--- src/hdl/kint_pkg.sv ---
// ----------------------------------------------------------------------------
// kint_pkg
// Shared types, constants and keyword prefix functions of the tokenizer.
// ----------------------------------------------------------------------------
package kint_pkg;

  localparam int OFFSET_BITS   = 16;
  localparam int MAX_TOKEN_LEN = 255;
  localparam int LEN_BITS      = $clog2(MAX_TOKEN_LEN + 1);
  localparam int FIFO_DEPTH    = 4;
  localparam int PTR_BITS      = $clog2(FIFO_DEPTH);
  localparam int CNT_BITS      = $clog2(FIFO_DEPTH + 1);

  localparam logic [7:0] CH_EOT    = 8'h00;
  localparam logic [7:0] CH_ASSIGN = "=";
  localparam logic [7:0] CH_PLUS   = "+";
  localparam logic [7:0] CH_LPAREN = "(";
  localparam logic [7:0] CH_RPAREN = ")";
  localparam logic [7:0] CH_SEMI   = ";";
  localparam logic [7:0] CH_I      = "i";
  localparam logic [7:0] CH_N      = "n";
  localparam logic [7:0] CH_T      = "t";
  localparam logic [7:0] CH_P      = "p";
  localparam logic [7:0] CH_R      = "r";

  typedef enum logic [3:0] {
    TK_EOF    = 4'd0,
    TK_INT    = 4'd1,
    TK_PRINT  = 4'd2,
    TK_IDENT  = 4'd3,
    TK_NUMBER = 4'd4,
    TK_ASSIGN = 4'd5,
    TK_PLUS   = 4'd6,
    TK_LPAREN = 4'd7,
    TK_RPAREN = 4'd8,
    TK_SEMI   = 4'd9
  } tok_kind_e;

  typedef enum logic [1:0] {
    CLS_NONE   = 2'd0,
    CLS_IDENT  = 2'd1,
    CLS_NUMBER = 2'd2
  } cls_e;

  typedef enum logic [3:0] {
    KW_NONE  = 4'd0,
    KW_I     = 4'd1,
    KW_IN    = 4'd2,
    KW_INT   = 4'd3,
    KW_P     = 4'd4,
    KW_PR    = 4'd5,
    KW_PRI   = 4'd6,
    KW_PRIN  = 4'd7,
    KW_PRINT = 4'd8
  } kw_e;

  typedef struct packed {
    tok_kind_e   kind;
    logic [15:0] start;
    logic [7:0]  length;
    logic        too_long;
    logic        last;
  } token_t;

  typedef struct packed {
    logic [1:0] num;
    token_t     tok0;
    token_t     tok1;
  } push_t;

  function automatic kw_e kw_first(logic [7:0] c);
    kw_e r;
    r = KW_NONE;
    if (c == CH_I) r = KW_I;
    else if (c == CH_P) r = KW_P;
    return r;
  endfunction

  function automatic kw_e kw_next(kw_e s, logic [7:0] c);
    kw_e r;
    r = KW_NONE;
    case (s)
      KW_I:    if (c == CH_N) r = KW_IN;
      KW_IN:   if (c == CH_T) r = KW_INT;
      KW_P:    if (c == CH_R) r = KW_PR;
      KW_PR:   if (c == CH_I) r = KW_PRI;
      KW_PRI:  if (c == CH_N) r = KW_PRIN;
      KW_PRIN: if (c == CH_T) r = KW_PRINT;
      default: r = KW_NONE;
    endcase
    return r;
  endfunction

endpackage

--- src/hdl/kint_lexer.sv ---
// ----------------------------------------------------------------------------
// kint_lexer
// Per-character classification, pending token state and result generation.
// ----------------------------------------------------------------------------
module kint_lexer import kint_pkg::*; (
  input  logic       clk_i,
  input  logic       rst_ni,
  input  logic [7:0] char_code_i,
  input  logic       fire_i,
  output push_t      res_o
);

  logic [OFFSET_BITS-1:0] pos_q, pos_d, pos_inc;
  logic [OFFSET_BITS-1:0] start_q, start_d;
  logic [LEN_BITS-1:0]    len_q, len_d;
  cls_e                   cls_q, cls_d;
  kw_e                    kw_q, kw_d;
  logic                   ovf_q, ovf_d;

  logic      is_letter, is_digit, cont, has_pend, has_new;
  token_t    pend_tok, new_tok;
  tok_kind_e pend_kind;

  always_comb begin
    is_letter = char_code_i inside {["a":"z"], ["A":"Z"]};
    is_digit  = char_code_i inside {["0":"9"]};
    pos_inc   = pos_q + 1'b1;
    cont      = ((cls_q == CLS_IDENT) && (is_letter || is_digit)) ||
                ((cls_q == CLS_NUMBER) && is_digit);

    pend_kind = TK_NUMBER;
    if (cls_q == CLS_IDENT) begin
      pend_kind = TK_IDENT;
      if (!ovf_q && kw_q == KW_INT && len_q == LEN_BITS'(3)) pend_kind = TK_INT;
      if (!ovf_q && kw_q == KW_PRINT && len_q == LEN_BITS'(5)) pend_kind = TK_PRINT;
    end
    pend_tok.kind     = pend_kind;
    pend_tok.start    = 16'(start_q);
    pend_tok.length   = 8'(len_q);
    pend_tok.too_long = ovf_q;
    pend_tok.last     = 1'b0;

    new_tok.kind     = TK_EOF;
    new_tok.start    = 16'(pos_q);
    new_tok.length   = 8'd1;
    new_tok.too_long = 1'b0;
    new_tok.last     = 1'b1;

    pos_d    = pos_q;
    start_d  = start_q;
    len_d    = len_q;
    cls_d    = cls_q;
    kw_d     = kw_q;
    ovf_d    = ovf_q;
    has_pend = 1'b0;
    has_new  = 1'b0;

    if (cont) begin
      pos_d = pos_inc;
      if (len_q >= LEN_BITS'(MAX_TOKEN_LEN)) begin
        ovf_d = 1'b1;
        kw_d  = KW_NONE;
      end else begin
        len_d = len_q + 1'b1;
        kw_d  = kw_next(kw_q, char_code_i);
      end
    end else begin
      if (cls_q != CLS_NONE) begin
        has_pend = 1'b1;
        cls_d    = CLS_NONE;
        len_d    = '0;
        kw_d     = KW_NONE;
        ovf_d    = 1'b0;
      end
      if (char_code_i == CH_EOT) begin
        has_new        = 1'b1;
        new_tok.length = 8'd0;
        pos_d          = '0;
      end else begin
        pos_d = pos_inc;
        if (is_letter || is_digit) begin
          cls_d   = is_letter ? CLS_IDENT : CLS_NUMBER;
          start_d = pos_q;
          len_d   = LEN_BITS'(1);
          ovf_d   = 1'b0;
          kw_d    = is_letter ? kw_first(char_code_i) : KW_NONE;
        end else begin
          has_new = 1'b1;
          case (char_code_i)
            CH_ASSIGN: new_tok.kind = TK_ASSIGN;
            CH_PLUS:   new_tok.kind = TK_PLUS;
            CH_LPAREN: new_tok.kind = TK_LPAREN;
            CH_RPAREN: new_tok.kind = TK_RPAREN;
            CH_SEMI:   new_tok.kind = TK_SEMI;
            default:   has_new = 1'b0;
          endcase
        end
      end
    end

    res_o.num  = {1'b0, has_pend} + {1'b0, has_new};
    res_o.tok1 = new_tok;
    if (has_pend) begin
      res_o.tok0      = pend_tok;
      res_o.tok0.last = !has_new;
    end else begin
      res_o.tok0 = new_tok;
    end
  end

  always_ff @(posedge clk_i or negedge rst_ni) begin
    if (!rst_ni) begin
      pos_q   <= '0;
      start_q <= '0;
      len_q   <= '0;
      cls_q   <= CLS_NONE;
      kw_q    <= KW_NONE;
      ovf_q   <= 1'b0;
    end else if (fire_i) begin
      pos_q   <= pos_d;
      start_q <= start_d;
      len_q   <= len_d;
      cls_q   <= cls_d;
      kw_q    <= kw_d;
      ovf_q   <= ovf_d;
    end
  end

endmodule

--- src/hdl/kint_fifo.sv ---
// ----------------------------------------------------------------------------
// kint_fifo
// Result queue: takes up to two tokens a cycle when push_en_i is set, hands out one a cycle when pop_i is set.
// ----------------------------------------------------------------------------
module kint_fifo import kint_pkg::*; (
  input  logic                clk_i,
  input  logic                rst_ni,
  input  push_t               push_i,
  input  logic                push_en_i,
  input  logic                pop_i,
  output logic [CNT_BITS-1:0] free_o,
  output logic                valid_o,
  output token_t              head_o
);

  token_t                mem_q [FIFO_DEPTH];
  logic [PTR_BITS-1:0]   wr_q, wr_d, rd_q, rd_d, wr_next;
  logic [CNT_BITS-1:0]   cnt_q, cnt_d, push_cnt;

  always_comb begin
    push_cnt = push_en_i ? CNT_BITS'(push_i.num) : '0;
    wr_next  = wr_q + 1'b1;
    wr_d     = wr_q + PTR_BITS'(push_cnt);
    rd_d     = pop_i ? rd_q + 1'b1 : rd_q;
    cnt_d    = cnt_q + push_cnt - CNT_BITS'(pop_i);
    free_o   = CNT_BITS'(FIFO_DEPTH) - cnt_q;
    valid_o  = cnt_q != '0;
    head_o   = mem_q[rd_q];
  end

  always_ff @(posedge clk_i) begin
    if (push_cnt != '0) mem_q[wr_q] <= push_i.tok0;
    if (push_cnt == CNT_BITS'(2)) mem_q[wr_next] <= push_i.tok1;
  end

  always_ff @(posedge clk_i or negedge rst_ni) begin
    if (!rst_ni) begin
      wr_q  <= '0;
      rd_q  <= '0;
      cnt_q <= '0;
    end else begin
      wr_q  <= wr_d;
      rd_q  <= rd_d;
      cnt_q <= cnt_d;
    end
  end

endmodule

--- src/hdl/keyword_ident_number_tokenizer.sv ---
// ----------------------------------------------------------------------------
// keyword_ident_number_tokenizer
// Streaming tokenizer: characters in, keyword/identifier/number/punctuation
// tokens out as kind, start offset and length.
// ----------------------------------------------------------------------------
//  channel  direction  handshake              payload
//  input    in         in_valid_i/in_stall_o  char_code_i
//  output   out        out_valid_o/out_stall_i token_kind_o, start_offset_o,
//                                             token_length_o, too_long_o,
//                                             last_of_run_o
//
// One character is accepted per cycle unless stalled; its first token passes
// the char_q register and a result queue entry before it appears. A character
// closing a token and emitting its own gives two tokens; the four-entry queue
// drains one a cycle unless out_stall_i is high, bounding the sustained rate.
// Reset clears the offset counter and pending token; no clearing pass.
// in_stall_o rises when the queue cannot take the held character's tokens.
// ----------------------------------------------------------------------------
module keyword_ident_number_tokenizer import kint_pkg::*; (
  input  logic        clk_i,
  input  logic        rst_ni,
  input  logic        in_valid_i,
  output logic        in_stall_o,
  input  logic [7:0]  char_code_i,
  output logic        out_valid_o,
  input  logic        out_stall_i,
  output logic [3:0]  token_kind_o,
  output logic [15:0] start_offset_o,
  output logic [7:0]  token_length_o,
  output logic        too_long_o,
  output logic        last_of_run_o
);

  logic                valid_q, valid_d, fire, accept, pop;
  logic [7:0]          char_q;
  logic [CNT_BITS-1:0] free;
  push_t               res;
  token_t              head;

  assign fire       = valid_q && (free >= CNT_BITS'(res.num));
  assign in_stall_o = valid_q && !fire;
  assign accept     = in_valid_i && !in_stall_o;
  assign valid_d    = accept ? 1'b1 : (fire ? 1'b0 : valid_q);
  assign pop        = out_valid_o && !out_stall_i;

  always_ff @(posedge clk_i or negedge rst_ni) begin
    if (!rst_ni) begin
      valid_q <= 1'b0;
    end else begin
      valid_q <= valid_d;
    end
  end

  always_ff @(posedge clk_i) begin
    if (accept) char_q <= char_code_i;
  end

  kint_lexer u_lexer (
    .clk_i       (clk_i),
    .rst_ni      (rst_ni),
    .char_code_i (char_q),
    .fire_i      (fire),
    .res_o       (res)
  );

  kint_fifo u_fifo (
    .clk_i     (clk_i),
    .rst_ni    (rst_ni),
    .push_i    (res),
    .push_en_i (fire),
    .pop_i     (pop),
    .free_o    (free),
    .valid_o   (out_valid_o),
    .head_o    (head)
  );

  assign token_kind_o   = 4'(head.kind);
  assign start_offset_o = head.start;
  assign token_length_o = head.length;
  assign too_long_o     = head.too_long;
  assign last_of_run_o  = head.last;

endmodule

--- config.mk ---
export PLATFORM = sky130hd
export DESIGN_NAME = keyword_ident_number_tokenizer
export DESIGN_NICKNAME = d
export VERILOG_FILES = /design/src/hdl/kint_pkg.sv /design/src/hdl/kint_lexer.sv /design/src/hdl/kint_fifo.sv /design/src/hdl/keyword_ident_number_tokenizer.sv
export SDC_FILE = /design/constraint.sdc
export NUM_CORES = 1
export LEC_CHECK = 0
export ABC_AREA = 1
export BUFFER_PORTS_ARGS = -buffer_cell sky130_fd_sc_hd__buf_2
export CAP_MARGIN = 20
export CELL_PAD_IN_SITES_DETAIL_PLACEMENT = 0
export CELL_PAD_IN_SITES_GLOBAL_PLACEMENT = 1
export CORE_ASPECT_RATIO = 0.8
export CORE_MARGIN = 3
export CORE_UTILIZATION = 51
export CTS_CLUSTER_DIAMETER = 200
export CTS_CLUSTER_SIZE = 20
export DETAILED_ROUTE_END_ITERATION = 6
export PLACE_DENSITY = 0.94
export SETUP_SLACK_MARGIN = 0.1
export SYNTH_ARGS = -nofsm -noshare
export SYNTH_HDL_FRONTEND = slang
export SYNTH_SLANG_ARGS = --single-unit
export TNS_END_PERCENT = 1
--- constraint.sdc ---
create_clock -name clk_i -period 5.5 [get_ports clk_i]
set_input_delay 0.275 -clock clk_i [delete_from_list [all_inputs] [get_ports clk_i]]
set_output_delay 0.275 -clock clk_i [all_outputs]
set_load 0.03 [all_outputs]
# --- Yosys cells after proc, flatten, opt, wreduce, memory -nomap -nowiden ---
# Memory sizes are Yosys's and may differ from the RTL's.
# Cells that the tools add are included.
totals:
  register_bits: 63
  mem_bits_rw: 120
  in_bits: 12
  output_inout_bits: 32
  elab_cells: 141
  mem_count: 1
op_classes:
  n_addsub: 9
  n_lt_le_gt_ge: 8
  eq_ne: 25
  n_mux: 54
  bitwise: 2
  n_reduce_logical: 31
mem_list:
  columns: ["name", "depth", "word_bits", "rd", "rd_ports_with_merged_regs", "wr", "line_no", "source"]
  rows:
  - ["u_fifo.mem_q", 4, 30, 1, 0, 2, "kint_fifo.sv:16", "token_t mem_q [FIFO_DEPTH];"]
op_table:
  columns: ["cell", "n"]
  rows:
  - ["$mux 8", 6]
  - ["$mux 4", 11]
  - ["$eq 8x6->1 const B", 5]
  - ["$eq 8x7->1 const B", 5]
  - ["$mux 16", 2]
  - ["$mux 30", 1]
  - ["$pmux 4 s6", 1]
  - ["$pmux 4 s5", 1]
  - ["$mux 1", 18]
  - ["$mux 2", 9]
  - ["$add 16x1->16 const B", 1]
  - ["$eq 4x3->1 const B", 4]
  - ["$ge 8x7->1 const B", 2]
  - ["$le 8x7->1 const B", 2]
  - ["$mux 3", 5]
  - ["$logic_and 1x1->1", 13]
  - ["$add 8x1->8 const B", 1]
  - ["$eq 4x2->1 const B", 2]
  - ["$eq 8x2->1 const B", 1]
  - ["$eq 8x3->1 const B", 1]
  - ["$ge 8x6->1 const B", 1]
  - ["$ge 8x8->1 const B", 1]
  - ["$le 8x6->1 const B", 1]
  - ["$logic_not 8->1", 1]
  - ["21 further kinds", 34]

# --- Logic depth before layout (Yosys ltp) ---
depth:
  word_depth: 15
  ltp_mapped: 21
  ltp_nobuf: 20

# --- Modules after synthesis ---
# From an unflattened synthesis, not the netlist that was laid out.
hier_totals:
  hier_cells: 1390
  hier_area_um2: 10701.5
modules_own_cells:
  columns: ["module", "n_inst", "cells_per_inst", "area_per_inst_um2"]
  rows:
  - ["kint_fifo", 1, 871, 7043.0]
  - ["kint_lexer", 1, 492, 3295.7]
  - ["keyword_ident_number_tokenizer", 1, 27, 362.8]

# --- Least setup slack after synthesis ---
# No wires, ideal clock.
synth_timing:
  kind: "register -> register"
  startpoint: "register char_q[1]"
  endpoint: "memory u_fifo.mem_q[1][29] (netlist name), data pin"
  arrival_time_ns: 3.447
  required_ns: 5.243
  path_slack_ns: 1.797
  stages_incl_launch_ff: 21
  path_cell_list: "edfxtp_1 inv_2 nand2_1 nor2_4 nand2_2 nand3_4 nand2_4 nand3_4 buf_2 inv_1 ha_1 ha_1 o21ai_2 nand2_1 nand2_2 nor2_4 nand3_1 buf_2 nand2_1 o21ai_0 nor2_1"
synth_lines:
  columns: ["element", "line_no", "source"]
  rows:
  - ["from (decl)", "keyword_ident_number_tokenizer.sv:35", "logic [7:0] char_q;"]
  - ["from (signal assigned)", "keyword_ident_number_tokenizer.sv:55", "if (accept) char_q <= char_code_i;"]
  - ["to (decl)", "kint_fifo.sv:16", null]

==> results.json <==
{
  "drive_above_1_share": 0.1202,
  "htreeDepth": 4,
  "worstPathArrival_ns": 4.59,
  "synth_nets": 1232,
  "period_share": 0.8091,
  "layout.cells.non_filler": 1498,
  "cts_sinks": 183,
  "grt_max_degree": 64,
  "clock.fmax_ghz": 0.2247,
  "maxSlewHeadroom": 0.3877,
  "worst-path-max-fanout": 18,
  "cts_resized": 0,
  "synthesis.area_sq_mm": 0.01008,
  "setup_slack_ns": 1.050,
  "cts_setup_buffers": 0,
  "path_clk_slew_ns": 0.08,
  "dp.cells": 1460,
  "initial_utilization": 0.5250,
  "synthCells": 1206,
  "grt_overflow": 0,
  "grt_pass1_vias": 7982,
  "routed_wl_mm": 27.08,
  "syn_avg_cell_area_sq_um": 8.358,
  "cts_buffers": 17,
  "ys_async_sr_fraction": 0.3005,
  "routed_via_density": 5.770,
  "hold_viol_final": 0,
  "worst_ir_drop_vdd_v": 0.0004233,
  "clockBufferDepth": 2,
  "die_area_sq_mm": 0.02150,
  "ff2ff_path_depth": 17,
  "ys_ff_latch": 183,
  "required_ns": 5.64,
  "yosys_warnings": 0,
  "slew_violations": 0,
  "synth_cell_type_count": 44,
  "dpl.hpwl_mm": 17.07,
  "io_buffers": 43,
  "hold_path.class": "in -> async",
  "final_cell_mix": "nand2_1, nand3_1, nor2_1",
  "gp_congestion": 0.8583,
  "antenna_found_initial": 0,
  "yosys.area.top_type": "edfxtp_1",
  "synth_edf_count": 92,
  "die-width_um": 163.2,
  "syn_to_final_growth_pct": 9.421,
  "cts.hold.buffers_added": 5,
  "mostFrequentLayoutCell": "nand2_1",
  "post-route-drc-count": 0,
  "crit_type": "reg -> reg",
  "r2r-end": "u_fifo.mem_q[3][22]",
  "clk_latency_ns": 0.45,
  "p_leak_nw": 4.687,
  "setup_viol": 0,
  "critPathCapture": "u_fifo.mem_q[3][22]",
  "grt_usage": 0.2552,
  "fin_skew_ns": 0.01550,
  "antenna_cells": 0,
  "r2r_slack_ns": 1.05,
  "fp-row-count": 45,
  "cts_tree": "yes",
  "cts_root_buf": "clkbuf_16",
  "core_sq_mm": 0.01920,
  "synthTopCellsByArea": "edfxtp_1, dfrtp_1, nand2_1",
  "io_pins": 44,
  "routed-via-count": 8644,
  "dr.pass1.iters": 7,
  "dieHeight_um": 131.7,
  "fin_nets": 1253,
  "antenna_left": 0,
  "ys.flop_type": "edfxtp_1",
  "worst_setup_path_start_kind": "flip-flop",
  "synth_seq_area_share": 0.4821,
  "outcome": "finished, final reports clean",
  "layout_min_cycle_time_ns": 4.450,
  "wl_per_cell_um": 18.07,
  "drv_cap": 0,
  "grt_pass1_wl_mm": 43.30,
  "cp-startpoint": "char_q[0]",
  "tightestPinTransition_ns": 0.9151,
  "synth_top_area_frac": 0.2741,
  "dr.first_iter.drc_count": 1016,
  "rsz0062_at_grt": "no",
  "end_kind": "flip-flop",
  "finalSetupTns_ns": 0,
  "r2r_start": "char_q[0]",
  "cellPowerDensity_mw_per_mm2": 478.8,
  "preCtsSetupSlack_ns": 1.110
}
area by class of cell:
type                    count  area (sq um)
clock buffers              20         456.7
well taps                 258         322.8
inverters                  98         367.9
fillers                  1693          8170
repair buffers             67         415.4
multi-input cells         860          4486
flip-flops and latches    183          4861
clock inverters            12         120.1
power by group:
part           switching (mW)  internal (mW)
logic                    1.69          0.616
registers               0.140           1.62
clock network           0.582          0.629
total                    2.41           2.87
metal layers:
metal,wire (um),part of all wire,vias to the layer above,track usage
met5,0,0,-,0
met4,309,0.011,0,0.06670
met3,2377,0.088,25,0.04366
met2,11980,0.44,427,0.3866
met1,12410,0.46,4092,0.3816
li1,-,-,4100,-
synthesized netlist by cell type, types with 13 or more instances:
cell / count
nand2_1: 304
nand3_1: 148
nor2_1: 121
edfxtp_1: 92
inv_1: 89
o21ai_0: 85
dfrtp_1: 55
o21ai_1: 48
clkbuf_1: 37
dfxtp_1: 36
o22ai_1: 32
nand4_4: 19
buf_2: 16
xor2_1: 16
nor3_1: 15
nand4_1: 14
ha_1: 13
state kept, by name (all words and copies together), names as in the netlist:
register	cells
u_lexer.start_q	16
u_lexer.pos_q	16
u_lexer.ovf_q	1
u_fifo.wr_q	2
u_fifo.mem_q	120
u_lexer.len_q	8
u_lexer.cls_q	2
u_lexer.kw_q	4
valid_q	1
u_fifo.cnt_q	3
u_fifo.rd_q	2
char_q	8
per-stage QoR:
| step | area (sq um) | utilization | power, mW | hold slack (ns) |
|---|---|---|---|---|
| detailed placement | 10390 | 0.5410 | 4.054 | 0.4472 |
| finish | 11030 | 0.5745 | 5.281 | 0.0006958 |
| CTS | 11010 | 0.5737 | 5.257 | 0.0006229 |
| global route | 11030 | 0.5745 | 5.573 | 0.002735 |
| global placement | 10390 | 0.5410 | 4.013 | 0.4442 |
| floorplan | 10080 | - | 3.435 | -0.02059 |
worst min path at each step:
stage / from / to
final: rst_ni / u_fifo.cnt_q[2]
after global routing: char_code_i[0] / char_q[0]
after CTS: char_code_i[4] / char_q[4]
after detailed placement: u_fifo.mem_q[0][0] / u_fifo.mem_q[0][0]
after global placement: u_fifo.mem_q[0][3] / u_fifo.mem_q[0][3]
after floorplan: rst_ni / u_fifo.cnt_q[0]
kinds of logic (layout without fill, tap and decap cells):
kind of cell	Yosys count	count (layout)	synth area share
compound gates	182	182	0.09906
xor+xnor	17	17	0.01477
fa+ha+maj	14	14	0.01812
buf+inv	163	197	0.07287
flops	183	183	0.4821
simple gates	647	647	0.3131
worst max-delay path, stage by stage, from the launching register on:
cell and delay, ns:
edfxtp_1 0.47, nor2_1 0.18, nand3_1 0.11, nand3_2 0.13
nand3_4 0.10, nand2_4 0.08, nand3_4 0.23, inv_1 0.16
ha_1 0.29, inv_1 0.13, ha_1 0.30, o21ai_2 0.07
nand2_1 0.12, nand2_2 0.21, nor2_4 0.22, nand3_1 0.37
nand2_1 0.62, buf_4 0.33
No activity file was read; power rests on OpenSTA's default activity.
